==> config.mk <==
export PLATFORM = sky130hd
export DESIGN_NAME = duplicate_message_filter_core
export DESIGN_NICKNAME = d
export VERILOG_FILES = /design/src/design/dmf_pkg.sv /design/src/design/duplicate_message_filter_core.sv
export SDC_FILE = /design/constraint.sdc
export NUM_CORES = 1
export LEC_CHECK = 0
export ABC_AREA = 1
export BUFFER_PORTS_ARGS = -buffer_cell sky130_fd_sc_hd__buf_4
export CORE_UTILIZATION = 40
export CTS_BUF_LIST = sky130_fd_sc_hd__clkbuf_16
export DETAILED_ROUTE_END_ITERATION = 7
export SYNTH_ARGS = -nofsm -noshare
export SYNTH_HDL_FRONTEND = slang
export SYNTH_SLANG_ARGS = --single-unit
==> constraint.sdc <==
create_clock -name clk -period 23.3 [get_ports clk]
set_input_delay 3.495 -clock clk [delete_from_list [all_inputs] [get_ports clk]]
set_output_delay 3.495 -clock clk [all_outputs]
set_load 0.03 [all_outputs]
==> src/design/dmf_pkg.sv <==
// shared constants of the duplicate message filter
`default_nettype none

package dmf_pkg;

  localparam int unsigned DEPTH_DEFAULT       = 8;
  localparam int unsigned TITLE_BYTES_DEFAULT = 8;

  localparam int unsigned TIME_W  = 32;
  localparam int unsigned SEQ_W   = 16;
  localparam int unsigned KEY_IN_W = 64;

  localparam logic [TIME_W-1:0] TIMEOUT_RESET = 32'd120000;

endpackage : dmf_pkg

`default_nettype wire

==> src/design/duplicate_message_filter_core.sv <==
// duplicate message filter: timed history table in one synchronous memory
// a checked word walks the table and the walk stops at the first match; an exempt word
// or one without sequence number skips the walk and is neither checked nor recorded
// the single read port walks the table one entry per cycle, and no new word is accepted
// until the walk of the last one is over and its result is in the output register
// reset: entries freed through per-entry valid flops, next slot 0, timeout 120000 ms
`default_nettype none

module duplicate_message_filter_core import dmf_pkg::*; #(
  parameter int unsigned HISTORY_DEPTH = DEPTH_DEFAULT,
  parameter int unsigned TITLE_BYTES   = TITLE_BYTES_DEFAULT
) (
  input  wire logic                clk,
  input  wire logic                rst_n,
  input  wire logic                cfg_valid,
  output logic                     cfg_ready,
  input  wire logic [TIME_W-1:0]   cfg_data,
  input  wire logic                in_valid,
  output logic                     in_ready,
  input  wire logic [TIME_W-1:0]   in_now_ms,
  input  wire logic                in_seq_present,
  input  wire logic [SEQ_W-1:0]    in_seq_number,
  input  wire logic                in_title_present,
  input  wire logic [KEY_IN_W-1:0] in_title_key,
  input  wire logic                in_exempt,
  output logic                     out_valid,
  input  wire logic                out_ready,
  output logic                     out_duplicate,
  output logic                     out_recorded
);

  localparam int unsigned KEY_W = TITLE_BYTES * 8;
  localparam int unsigned IDX_W = (HISTORY_DEPTH > 1) ? $clog2(HISTORY_DEPTH) : 1;
  localparam int unsigned CNT_W = $clog2(HISTORY_DEPTH + 1);
  localparam logic [IDX_W-1:0] LAST_IDX = IDX_W'(HISTORY_DEPTH - 1);
  localparam logic [CNT_W-1:0] CNT_END  = CNT_W'(HISTORY_DEPTH);

  typedef enum logic [1:0] {
    ST_IDLE,
    ST_WALK,
    ST_FINISH
  } state_t;

  typedef struct packed {
    logic [SEQ_W-1:0]  seq;
    logic              has_title;
    logic [KEY_W-1:0]  title;
    logic [TIME_W-1:0] stamp;
  } entry_t;

  // history memory
  entry_t             mem [HISTORY_DEPTH];
  entry_t             rd_data_r;
  logic               rd_en;
  logic [IDX_W-1:0]   rd_addr;
  logic               wr_en;
  entry_t             wr_data;

  state_t             state_r, state_nxt;
  logic [TIME_W-1:0]  timeout_r;
  logic [HISTORY_DEPTH-1:0] valid_r, valid_nxt;
  logic [IDX_W-1:0]   next_slot_r, next_slot_nxt;
  logic [CNT_W-1:0]   issue_cnt_r, issue_cnt_nxt;
  logic               cmp_v_r, cmp_v_nxt;
  logic [IDX_W-1:0]   cmp_idx_r, cmp_idx_nxt;
  logic               res_dup_r, res_dup_nxt;
  logic               res_rec_r, res_rec_nxt;
  logic               out_valid_r, out_valid_nxt;
  logic               out_duplicate_r, out_duplicate_nxt;
  logic               out_recorded_r, out_recorded_nxt;

  // latched word
  logic [TIME_W-1:0]  now_r;
  logic [SEQ_W-1:0]   seq_r;
  logic               ht_r;
  logic [KEY_W-1:0]   key_r;

  logic               live;
  logic [TIME_W-1:0]  age;
  logic               expired;
  logic               hit;
  logic               accept;

  assign cfg_ready     = 1'b1;
  assign in_ready      = (state_r == ST_IDLE);
  assign accept        = in_valid && in_ready;
  assign out_valid     = out_valid_r;
  assign out_duplicate = out_duplicate_r;
  assign out_recorded  = out_recorded_r;

  assign live    = cmp_v_r && valid_r[cmp_idx_r];
  assign age     = now_r - rd_data_r.stamp;
  assign expired = live && (age > timeout_r);
  assign hit     = live && !expired && (rd_data_r.seq == seq_r) &&
                   (rd_data_r.has_title == ht_r) &&
                   (!ht_r || (rd_data_r.title == key_r));

  assign wr_data.seq       = seq_r;
  assign wr_data.has_title = ht_r;
  assign wr_data.title     = key_r;
  assign wr_data.stamp     = (now_r == '0) ? TIME_W'(1) : now_r;

  always_comb begin
    state_nxt         = state_r;
    valid_nxt         = valid_r;
    next_slot_nxt     = next_slot_r;
    issue_cnt_nxt     = issue_cnt_r;
    cmp_v_nxt         = 1'b0;
    cmp_idx_nxt       = cmp_idx_r;
    res_dup_nxt       = res_dup_r;
    res_rec_nxt       = res_rec_r;
    out_valid_nxt     = out_valid_r && !out_ready;
    out_duplicate_nxt = out_duplicate_r;
    out_recorded_nxt  = out_recorded_r;
    rd_en             = 1'b0;
    rd_addr           = issue_cnt_r[IDX_W-1:0];
    wr_en             = 1'b0;
    case (state_r)
      ST_IDLE: begin
        if (accept) begin
          res_dup_nxt   = 1'b0;
          res_rec_nxt   = 1'b0;
          issue_cnt_nxt = '0;
          if (in_exempt || !in_seq_present) begin
            state_nxt = ST_FINISH;
          end else begin
            state_nxt = ST_WALK;
          end
        end
      end
      ST_WALK: begin
        if (expired) begin
          valid_nxt[cmp_idx_r] = 1'b0;
        end
        if (hit) begin
          res_dup_nxt = 1'b1;
          state_nxt   = ST_FINISH;
        end else if (cmp_v_r && (cmp_idx_r == LAST_IDX)) begin
          wr_en                  = 1'b1;
          valid_nxt[next_slot_r] = 1'b1;
          next_slot_nxt = (next_slot_r == LAST_IDX) ? '0 : next_slot_r + 1'b1;
          res_rec_nxt   = 1'b1;
          state_nxt     = ST_FINISH;
        end else if (issue_cnt_r < CNT_END) begin
          rd_en         = 1'b1;
          cmp_v_nxt     = 1'b1;
          cmp_idx_nxt   = issue_cnt_r[IDX_W-1:0];
          issue_cnt_nxt = issue_cnt_r + 1'b1;
        end
      end
      ST_FINISH: begin
        if (!out_valid_r || out_ready) begin
          out_valid_nxt     = 1'b1;
          out_duplicate_nxt = res_dup_r;
          out_recorded_nxt  = res_rec_r;
          state_nxt         = ST_IDLE;
        end
      end
      default: begin
        state_nxt = ST_IDLE;
      end
    endcase
  end

  always_ff @(posedge clk) begin
    if (!rst_n) begin
      state_r     <= ST_IDLE;
      timeout_r   <= TIMEOUT_RESET;
      valid_r     <= '0;
      next_slot_r <= '0;
      issue_cnt_r <= '0;
      cmp_v_r     <= 1'b0;
      out_valid_r <= 1'b0;
    end else begin
      state_r     <= state_nxt;
      if (cfg_valid && cfg_ready) begin
        timeout_r <= cfg_data;
      end
      valid_r     <= valid_nxt;
      next_slot_r <= next_slot_nxt;
      issue_cnt_r <= issue_cnt_nxt;
      cmp_v_r     <= cmp_v_nxt;
      out_valid_r <= out_valid_nxt;
    end
  end

  always_ff @(posedge clk) begin
    cmp_idx_r       <= cmp_idx_nxt;
    res_dup_r       <= res_dup_nxt;
    res_rec_r       <= res_rec_nxt;
    out_duplicate_r <= out_duplicate_nxt;
    out_recorded_r  <= out_recorded_nxt;
    if (accept) begin
      now_r <= in_now_ms;
      seq_r <= in_seq_number;
      ht_r  <= in_title_present;
      key_r <= in_title_key[KEY_W-1:0] & {KEY_W{in_title_present}};
    end
  end

  always_ff @(posedge clk) begin
    if (wr_en) begin
      mem[next_slot_r] <= wr_data;
    end
    if (rd_en) begin
      rd_data_r <= mem[rd_addr];
    end
  end

`ifndef SYNTHESIS
  a_one_outcome: assert property (@(posedge clk) disable iff (!rst_n)
    out_valid_r |-> !(out_duplicate_r && out_recorded_r))
    else $error("duplicate and recorded both set");

  a_hit_reports: assert property (@(posedge clk) disable iff (!rst_n)
    (state_r == ST_WALK && hit) |=> (state_r == ST_FINISH && res_dup_r && !res_rec_r))
    else $error("match not reported as duplicate");

  a_idle_no_compare: assert property (@(posedge clk) disable iff (!rst_n)
    (state_r == ST_IDLE) |-> !cmp_v_r)
    else $error("compare pending while idle");

  a_write_live: assert property (@(posedge clk) disable iff (!rst_n)
    wr_en |=> (valid_r != '0))
    else $error("recorded entry not live");
`endif

endmodule : duplicate_message_filter_core

`default_nettype wire
# Word level (Yosys, flattened, before mapping)

Memory sizes are Yosys's and may differ from the RTL's. A register that Yosys moved wholly into a read port is not among the register bits.
Cells that the tools add are included.

Input bits: 152
Memories: 1
Output and inout port bits: 5
Register bits after elaboration: 171
Memory bits (writable): 904

Reduce and logical (&&, ||, !) cells: 29
Bitwise operators: 6
$add $sub $neg: 3
Magnitude comparators: 6
Equal/unequal tests: 15
Multiplexer cells: 40

Memory list:

| name | words | bits a word | read ports | clocked after Yosys merged registers in | write ports | RTL line                            | RTL |
|---|---|---|---|---|---|---|---|
| mem  | 8     | 113         | 1          | 1                                       | 1           | duplicate_message_filter_core.sv:52 | `entry_t mem [HISTORY_DEPTH];` |

Operator list:

| kind                                                                          | count |
|---|---|
| 64-bit bitwise AND                                                            | 1 |
| 64-bit equality test                                                          | 1 |
| 32-bit > comparator                                                           | 1 |
| 32-bit zero test                                                              | 1 |
| 32-bit 2-to-1 mux                                                             | 1 |
| 8-bit 2-to-1 mux                                                              | 4 |
| 32-bit subtractor                                                             | 1 |
| 1-bit 2-to-1 mux                                                              | 18 |
| 16-bit equality test                                                          | 1 |
| 4-bit 2-to-1 mux                                                              | 4 |
| 2-bit inequality test (second input constant)                                 | 6 |
| 1-bit logical AND                                                             | 11 |
| 2-bit 2-to-1 mux                                                              | 5 |
| 3-bit AND reduction                                                           | 3 |
| 8-bit bitwise AND                                                             | 1 |
| 3-bit by 4-bit less-than comparator with 1-bit output (second input constant) | 2 |
| 8-bit inverter                                                                | 1 |
| 8-bit bitwise OR                                                              | 1 |
| 4-bit one-hot mux with 2 select lines                                         | 1 |
| 4-bit AND reduction                                                           | 2 |
| 1-bit demux with 3-bit select                                                 | 2 |
| 3-bit equality test (second input constant)                                   | 2 |
| 3-bit by 1-bit >= comparator with 1-bit output (second input constant)        | 2 |
| 2-bit one-hot mux with 3 select lines                                         | 1 |
| other kinds (18)                                                              | 26 |

# Logic depth before layout (Yosys ltp)

Gate-level depths: netlist (run 1).

Depth after elaboration: 13
Gate-level depth with buffers: 30
Depth with buffers taken out: 30

# Least setup slack after synthesis (run 1)

OpenSTA, ideal clock, no wires.

Path type: register -> register
Start: register now_r[0]
End: memory mem[3][0] (netlist bit), enable pin
Data arrival time: 10.768 ns
Stages on the path, launching flop included: 27
Path slack: 11.809 ns
Path through: edfxtp_1 -> inv_1 -> ha_1 -> inv_1 -> fa_1 -> nand3_1 -> nand2_1 -> nand3_1 -> nand2_1 -> nand3_1 -> nand2_2 -> a21boi_1 -> o21ai_2 -> nand2_1 -> nand2_1 -> xor2_1 -> ha_1 -> nand2_1 -> nor2_1 -> nand4_1 -> nor3_2 -> nand2_1 -> nand2_1 -> nand2_2 -> nand3_4 -> nand3_1 -> nor3_1

Cells in the longest elaborated chain, start to end: 12

RTL lines:

| element                                | RTL line                             | RTL |
|---|---|---|
| start: declaration                     | duplicate_message_filter_core.sv:73  | `logic [TIME_W-1:0] now_r;` |
| start signal: assignment               | duplicate_message_filter_core.sv:194 | `now_r <= in_now_ms;` |
| 32-bit subtractor                      | duplicate_message_filter_core.sv:92  | `assign age = now_r - rd_data_r.stamp;` |
| 32-bit > comparator                    | duplicate_message_filter_core.sv:93  | `assign expired = live && (age > timeout_r);` |
| 1-bit logical AND                      | duplicate_message_filter_core.sv:93  |  |
| 1-bit zero test                        | duplicate_message_filter_core.sv:94  | `assign hit = live && !expired && (rd_data_r.seq == seq_r) &&` |
| 1-bit logical AND (3 in a row)         | duplicate_message_filter_core.sv:94  |  |
| 1-bit logical AND                      | duplicate_message_filter_core.sv:95  | `(rd_data_r.has_title == ht_r) &&` |
| 1-bit 2-to-1 mux                       | duplicate_message_filter_core.sv:135 | `if (hit) begin` |
| 1-bit 2-to-1 mux                       | duplicate_message_filter_core.sv:118 | `case (state_r)` |
| 1-bit 2-to-1 mux                       | duplicate_message_filter_core.sv:202 | `if (wr_en) begin` |
| 1-bit 2-to-1 mux (implied by the code) | duplicate_message_filter_core.sv:203 | `mem[next_slot_r] <= wr_data;` |
| end: declaration                       | duplicate_message_filter_core.sv:52  |  |

Every way passes these cells.

# Worst setup path after layout (run 1)

Start: register now_r[16]
End: memory mem[5][78] (netlist bit), enable pin

The elaborated chain is that of the path after synthesis.

==> results of run 1 <==
[layout by cell type, fill, tap and decap left out, types with 8 or more instances in the layout]
| cell | count |
|---|---|
| nand4_1 | 20 |
| inv_2 | 8 |
| inv_1 | 301 |
| nor2_1 | 883 |
| nand3_1 | 34 |
| buf_4 | 184 |
| nand2_1 | 312 |
| nor3_1 | 11 |
| ha_1 | 66 |
| clkinv_1 | 33 |
| edfxtp_1 | 1137 |
| a21oi_1 | 104 |
| dfxtp_1 | 49 |
| nor4_1 | 10 |
| clkbuf_16 | 121 |
| xnor2_1 | 36 |
| a31oi_1 | 113 |
| clkinv_2 | 15 |
| o22ai_1 | 116 |
| o21ai_0 | 519 |
| xor2_1 | 21 |
[cell families (layout without fill, tap and decap cells)]
family	Yosys count	after routing	synth area share, %
AND/OR/NAND/NOR	1288	1288	10.4
buffers and inverters	505	686	4.09
AO/OA/AOI/OAI	877	877	9.89
other	1	1	0.00776
XOR/XNOR	57	57	1.03
adder cells (fa/ha/maj)	67	67	1.75
flip-flops	1188	1188	72.8
[layer usage]
| metal | vias up | routed length, um |
|---|---|---|
| li1 | 14217 | - |
| met1 | 14622 | 53100 |
| met2 | 821 | 54000 |
| met3 | 163 | 6000 |
| met4 | 2 | 2360 |
| met5 | - | 13 |
[registers in the layout (all words and copies together) (netlist names), 4 cells and up]
signal,cells
key_r,64
now_r,32
seq_r,16
rd_data_r,113
mem,904
valid_r,8
timeout_r,32
issue_cnt_r,4
[cell type report]
cell class                 count  area (um2)
multi-input combinational   2290       11200
clock inverter               100         613
fill                       10950       65300
clock buffer                 121        3030
sequential                  1188       35200
inverter                     278        1080
timing repair buffer         187        1440
tap                         1612        2020
[path summary, 6_finish.rpt]
check                  to  slack, ns  cells past startpoint
max            mem[5][78]      16.40                     24
min          out_recorded       0.42                      0
max reg2reg    mem[5][78]      16.40                     24
min reg2reg  out_recorded       0.42                      0
[metrics by stage]
step	utilization [%]	power (uW)
3_5_place_dp	42.5	2910
5_1_grt	45.5	4820
6_report	45.5	4660
3_3_place_gp	42.5	2900
4_1_cts	45.5	4690
2_1_floorplan	-	2760
[critical path, cell delays in order, from the launching register on]
cell and delay [ns]:
edfxtp_1 0.56, ha_1 0.43, nand2_1 0.15, inv_1 0.05, a21oi_1 0.14, inv_1 0.07, nand2_1 0.08, a21oi_1 0.06
a2111oi_0 0.48, nand2_1 0.13, nand2_1 0.08, nand2_1 0.05, ha_1 0.27, nand2_1 0.07, nor2_1 0.15, inv_1 0.08
nor3_2 0.21, nand2_1 0.08, nand2_1 0.07, nand2_2 0.12, nand3_4 0.21, nand3_1 0.27, nor2_4 1.01, buf_4 0.76
buf_4 0.82
[where the power goes]
group          switching [uW]  internal (uW)
clock network             810            982
logic                     262            135
registers                60.5           2400
==> flow_summary.toml, run 1 <==
[cts]
cts.clk_slew.worst_paths_ns = 0.06
clock_sinks = 1188
tritoncts = "built"
ctsResizeCount = 0
h-tree-depth = 3
clock_latency_ns = 0.73
cts-root-buf = "clkbuf_16"
numCtsBuffers = 121
ctsLongestPathBuffers = 3
postCtsHoldBufs = 0
post_cts_buffers = 0

[synth]
synthDistinctLibCells = 46
ys_warn_count = 0
netlist_instances = 3983
ys_ff_latch = 1188
syn_avg_cell_area_um2 = 12.1
synth_nets = 4202
netlist_area_um2 = 48300
yosysMostFrequentCell = "edfxtp_1"
synth.top_cell.area_share_pct = 70.7
synthTopCellsByArea = "edfxtp_1, nor2_1, o21ai_0, nand2_1, dfxtp_1"
ys.flop_type = "edfxtp_1"
synth_common_cells = "edfxtp_1, nor2_1, o21ai_0"
synth_area_leader_cell = "edfxtp_1"
async_flop_share_pct = 0
synth_enable_flop_cells = 1137
seq_area_frac_synth_pct = 72.8

[global_routing]
grt_pass1_vias = 28801
top_usage_layer = "met2"
grt_use_met3_pct = 2.52
grt_max_degree = 214
grt_pass1_wl_mm = 176
grt_antenna_before_repair = 1
met1_usage_pct = 26.8
overflow = 0
grt_use_total_pct = 18.9
grtUsageMet2_pct = 30.6

[run]
drv_cap = 0

[die]
rows = 127
start_util_pct = 40.3
die_area_um2 = 122000
die_x_um = 349
fp.dieH_um = 349
io_pins = 157
coreArea_um2 = 120000

[drt]
vias_per_cell = 5.16
vias = 29825
dr.first_iter.drc_count = 2718
ant_nets = 0
wirelength_mm = 115
drc_errors = 0
detail_route.wl_per_cell_um = 20.0
drtPass1Iterations = 5

[placed_design]
dp_slack_ns = 16.35
port_buffers = 155
gp_congestion = 0.865
post-dp-hpwl_mm = 62.2
placed_cell_area_um2 = 50900
dp_cells = 5555

[sta]
max_freq_mhz = 145
fin_crit_sh_pct = 29.6
setup_viol = 0
tightest_slew_ns = 1.21
holdWs_ns = 0.422
layout_min_cycle_time_ns = 6.90
fin_ws_ns = 16.40
drv_slew = 0
hold_viol_final = 0
fin_tns_setup_ns = 0
slew-limit-headroom_pct = 19.0
finClkSkew_ns = 0.0342
rsz0062_at_grt = "false"

[cells_and_area]
area_growth_pct = 13.0
drive_gt1_share_pct = 9.17
final_nets = 4285
instances_no_fill = 5776
postLayoutCellArea_um2 = 54600
n_antenna_cell = 0

[power]
p_per_area_nw_per_um2 = 85.3
power.leakage_uw = 0.0196
irDropWorstVdd_uv = 65.5

[worst_setup_path]
crit_arrival_ns = 7.23
crit_path_max_fanout = 47
startpoint = "now_r[16]"
worstReg2RegStart = "now_r[16]"
worst_setup_path_end_kind = "flop"
startpoint_type = "flop"
crit_required_ns = 23.63
crit_type = "reg -> reg"

[min_path]
min_from = "res_rec_r"
hold_path.class = "reg -> reg"

[run_status]
status = "complete, no violations"
No activity file was read; power rests on OpenSTA's default activity.
==> run 2, diff against run 1 <==
Clock period 23.3 ns to 5.95 ns, I/O delays scaled along.
==> run 2 against run 1 <==
Register-to-register slack lost 15 ns; sequential power grew to 3.9 times the previous value; worst hold slack lost 0.057 ns; cell count grew 0.24%; largest power group unchanged; critical endpoint is now mem[5][112]; total power grew to 4.0 times the previous value; first-iteration DRC count grew 5.1%; critical path type unchanged; clock-buffer cell count shrank 1; non-clock buffer count grew 12; via count grew 0.71%.
==> flow_summary.toml, run 2 (synthesis gave the netlist of run 1 again) <==
[cells_and_area]
largest_register_ffs = 904
final_common_cell = "edfxtp_1"
fill_cells = 10839
instances_no_fill = 5790
final_nets = 4296
postLayoutCellArea_um2 = 55200
largest_register = "mem"
final_cell_mix = "edfxtp_1, nor2_1, o21ai_0, nand2_1, inv_1"
drive_gt1_share_pct = 10.3
n_antenna_cell = 0
reg_top3 = "mem: 904 flops, rd_data_r: 113 flops, key_r: 64 flops"
area_growth_pct = 14.4

[worst_setup_path]
endpoint = "mem[5][112]"
rr_worst_depth = 25
crit_type = "reg -> reg"
crit_buf_inv = 2
worst_setup_path_end_kind = "flop"
cp_top_family = "simple AND/OR/NAND/NOR gates"
startpoint_type = "flop"
worstReg2RegStart = "now_r[2]"
cp_num_cells = 25
slowest_delay_ns = 0.64
crit_arrival_ns = 5.42
startpoint = "now_r[2]"
crit_top_cell = "nand2_1"
rr_endpoint = "mem[5][112]"
crit_path_max_fanout = 16
crit_slowest_cell = "nor2_4"
crit_required_ns = 6.34
ff2ff_setup_slack_ns = 0.92

[sta]
layout_min_cycle_time_ns = 5.03
fin_tns_setup_ns = 0
slew-limit-headroom_pct = 13.0
max_freq_mhz = 199
hold_viol_final = 0
rsz0062_at_grt = "false"
tightest_slew_ns = 1.30
fin_crit_sh_pct = 84.6
finClkSkew_ns = 0.0239
setup_viol = 0
drv_slew = 0
fin_ws_ns = 0.916

[placed_design]
placed_cell_area_um2 = 51400
post-dp-hpwl_mm = 65.2
gp_congestion = 0.847
port_buffers = 155
dp_slack_ns = 0.870
dp_cells = 5567

[power]
p_per_area_nw_per_um2 = 338
combPwrFrac_pct = 8.4
irDropWorstVdd_uv = 269
p_seq_share_pct = 51.8
sw_frac_of_total_pct = 23.8
internal_power_uw = 14200
p_sw_uw = 4440
clkPwrFrac_pct = 39.7
power.leakage_uw = 0.0198

[drt]
ant_nets = 0
vias_per_cell = 5.19
drtPass1Iterations = 5
drc_errors = 0
wirelength_mm = 115
detail_route.wl_per_cell_um = 19.9
vias = 30038
dr.first_iter.drc_count = 2857

[cts]
h-tree-depth = 3
post_cts_buffers = 0
clock_latency_ns = 0.70
ctsLongestPathBuffers = 3
cts-root-buf = "clkbuf_16"
ctsResizeCount = 0
numCtsBuffers = 120
cts.clk_slew.worst_paths_ns = 0.06
clock_sinks = 1188
tritoncts = "built"
postCtsHoldBufs = 0

[run]
drv_cap = 0

[global_routing]
grt_pass1_wl_mm = 175
grt_use_total_pct = 18.7
grt_max_degree = 186
grt_pass1_vias = 29026
grt_antenna_before_repair = 2
overflow = 0

[die]
start_util_pct = 40.3
fp.dieH_um = 349
die_x_um = 349
coreArea_um2 = 120000
rows = 127
die_area_um2 = 122000
io_pins = 157

[min_path]
hold_path.class = "in -> reg"

[run_status]
status = "complete, no violations"
run 2: power by group through the flow:
| stage | registers (uW) | clock network (uW) | logic [uW] |
|---|---|---|---|
| 6_report | 9670 | 7420 | 1580 |
| 5_1_grt | 9690 | 7880 | 1780 |
| 4_1_cts | 9670 | 7570 | 1600 |
| 3_5_place_dp | 9850 | 0 | 1590 |
| 3_3_place_gp | 9840 | 0 | 1570 |
| 2_1_floorplan | 9700 | 0 | 1120 |
run 2: layout make-up:
type	instances	area [um2]	area share [%]
Inverter	278	1080	1.96
Tap cell	1612	2020	3.65
Clock inverter	103	885	1.60
Sequential cell	1188	35200	63.7
Multi-Input combinational cell	2290	11200	20.4
Timing Repair Buffer	199	1830	3.32
Clock buffer	120	3000	5.44
run 2: worst min path at each step:
stage                            startpoint            end  slack (ns)  cells past startpoint
after floorplan                   res_dup_r  out_duplicate        0.40                      0
after global placement            res_dup_r  out_duplicate        0.41                      0
after detailed placement          res_dup_r  out_duplicate        0.41                      0
after CTS                     in_now_ms[30]      now_r[30]        0.32                      1
after global routing      in_seq_number[10]      seq_r[10]        0.33                      1
final                         in_now_ms[31]      now_r[31]        0.36                      1
run 2: metrics by stage:
| stage | util, % | total power (uW) | hold WS (ns) |
|---|---|---|---|
| after detailed placement | 42.9 | 11400 | 0.406 |
| after CTS | 46.1 | 18800 | 0.318 |
| final | 46.1 | 18700 | 0.365 |
| after floorplan | - | 10800 | 0.400 |
| after global routing | 46.1 | 19400 | 0.326 |
| after global placement | 42.9 | 11400 | 0.405 |
run 2: routing by layer:
metal  vias to the layer above  GRT usage (%)  wire [um]
li1                      14257              -          -
met1                     14789           26.6      52800
met2                       837           30.3      53800
met3                       153           2.74       6600
met4                         2           4.25       2140
met5                         -              0         13
==> run 3, diff against run 2 <==
Clock period 5.95 ns to 4.1 ns, I/O delays scaled along.
==> run 3 against run 2 <==
Highest routed layer unchanged; first-iteration DRC count decreased by 6.5%; the flow now finishes with violations (negative setup slack); sequential power increased by 45%; via count increased by 4.0%; critical path depth increased by 4; clock power increased by 47%.
==> flow_summary.toml, run 3 (synthesis gave the netlist of run 1 again) <==
[placed_design]
placed_cell_area_um2 = 53600
post-dp-hpwl_mm = 74.0
port_buffers = 155
gp_congestion = 0.823

[cells_and_area]
largest_register = "mem"
area_growth_pct = 22.4
largest_register_ffs = 904
utilization_pct = 49.3
final_cell_mix = "edfxtp_1, nor2_1, o21ai_0, buf_4, nand2_1"
drive_gt1_share_pct = 17.3
multi_input_area_um2 = 11500
fill_cells = 10510
postLayoutCellArea_um2 = 59100
final_nets = 4615
seq_area_um2 = 35200
reg_top3 = "mem: 904 flops, rd_data_r: 113 flops, key_r: 64 flops"
n_antenna_cell = 0
final_common_cell = "edfxtp_1"

[drt]
wirelength_mm = 121
ant_nets = 0
drc_errors = 0
vias_per_cell = 5.11
drtPass1Iterations = 7
vias = 31230
detail_route.wl_per_cell_um = 19.8
dr.first_iter.drc_count = 2671

[cts]
clock_latency_ns = 0.72
ctsLongestPathBuffers = 3
tritoncts = "built"
numCtsBuffers = 119
clock_sinks = 1188
h-tree-depth = 3
cts.clk_slew.worst_paths_ns = 0.06
cts-root-buf = "clkbuf_16"
postCtsHoldBufs = 0

[worst_setup_path]
rr_endpoint = "mem[6][95]"
cp_num_cells = 29
crit_arrival_ns = 4.85
crit_buf_inv = 7
rr_worst_depth = 29
ff2ff_setup_slack_ns = -0.36
endpoint = "mem[6][95]"
slowest_delay_ns = 0.40
crit_type = "reg -> reg"
startpoint = "now_r[0]"
crit_slowest_cell = "edfxtp_1"
crit_required_ns = 4.50
crit_path_max_fanout = 16
worst_setup_path_end_kind = "flop"
cp_top_family = "simple AND/OR/NAND/NOR gates"
worstReg2RegStart = "now_r[0]"
startpoint_type = "flop"

[min_path]
hold_path.class = "in -> reg"
min_from = "in_seq_number[10]"

[sta]
drv_slew = 0
fin_ws_ns = -0.357
setup_viol = 1006
slew-limit-headroom_pct = 27.4
fin_crit_sh_pct = 109
hold_viol_final = 0
fin_tns_setup_ns = -213.09
rsz0062_at_grt = "true"
layout_min_cycle_time_ns = 4.46
finClkSkew_ns = 0.0313
max_freq_mhz = 224
tightest_slew_ns = 1.08

[run_status]
violations = "negative setup slack"
status = "complete, but fails checks"

[die]
coreArea_um2 = 120000
rows = 127
io_pins = 157
start_util_pct = 40.3
die_x_um = 349
die_area_um2 = 122000
fp.dieH_um = 349

[power]
internal_power_uw = 21000
p_per_area_nw_per_um2 = 467
combPwrFrac_pct = 9.9
sw_frac_of_total_pct = 23.9
clkPwrFrac_pct = 39.5
p_seq_share_pct = 50.6
power.leakage_uw = 0.0217
irDropWorstVdd_uv = 379
p_sw_uw = 6610

[global_routing]
grt_antenna_before_repair = 1
grt_pass1_vias = 30746
grt_use_total_pct = 19.4
grt_pass1_wl_mm = 182
grt_max_degree = 131
overflow = 0

[run]
drv_cap = 0
==> run 3: per-layer routing <==
layer  routed length [um]  part of all wire [%]  track usage [%]
met5                    9                0.0074                0
met2                56500                    47             31.2
met4                 3230                   2.7             5.52
met3                 7320                   6.1             3.21
met1                53900                    45             27.0
==> run 3: timing repair <==
action / CTS / global route
endpoints found under the setup margin: 1022 / 1039
buffers inserted: 34 / 13
endpoints found under the hold margin: 0 / 0
resized for setup: 55 / 48
gates cloned: 12 / 18
pin swaps: 8 / 11
==> run 3: worst register-to-register path, delay by kind of cell (launching register included) <==
| kind | cells | cell delay [ns] |
|---|---|---|
| AO/OA/AOI/OAI | 1 | 0.21 |
| XOR/XNOR | 1 | 0.14 |
| AND/OR/NAND/NOR | 17 | 1.70 |
| flip-flops | 1 | 0.40 |
| adder cells (fa/ha/maj) | 3 | 0.74 |
| buffers and inverters | 7 | 0.94 |
==> run 3: per-stage QoR <==
step	total power (uW)	hold WS [ns]	std cells	worst slack, ns
after floorplan	15700	0.400	3983	-2.11
after global placement	16900	0.414	5816	-0.381
after detailed placement	16900	0.433	5816	-0.351
after CTS	27800	0.0334	6084	-0.234
after global routing	28600	0.0396	6110	-0.511
final	27600	0.0743	6110	-0.357
==> run 3: final cells by class <==
cell class,count,area share [%]
clock buffers,121,5.12
flip-flops and latches,1188,59.5
inverters,278,1.83
clock inverters,102,1.53
multi-input cells,2290,19.4
repair buffers,519,9.22
well taps,1612,3.41
==> run 3: worst min-delay path by stage <==
| stage | endpoint | slack (ns) | cells after the start |
|---|---|---|---|
| 6_report | seq_r[10] | 0.07 | 1 |
| 5_1_grt | seq_r[12] | 0.04 | 1 |
| 4_1_cts | seq_r[14] | 0.03 | 1 |
| 3_5_place_dp | out_duplicate | 0.43 | 0 |
| 3_3_place_gp | out_recorded | 0.41 | 0 |
| 2_1_floorplan | out_duplicate | 0.40 | 0 |
==> run 3: power by group through the flow <==
stage / clock (uW) / combinational (uW) / sequential, uW
2_1_floorplan: 0 / 1630 / 14100
3_3_place_gp: 0 / 2640 / 14200
3_5_place_dp: 0 / 2670 / 14200
4_1_cts: 11100 / 2730 / 14000
5_1_grt: 11500 / 3070 / 14000
6_report: 10900 / 2740 / 14000
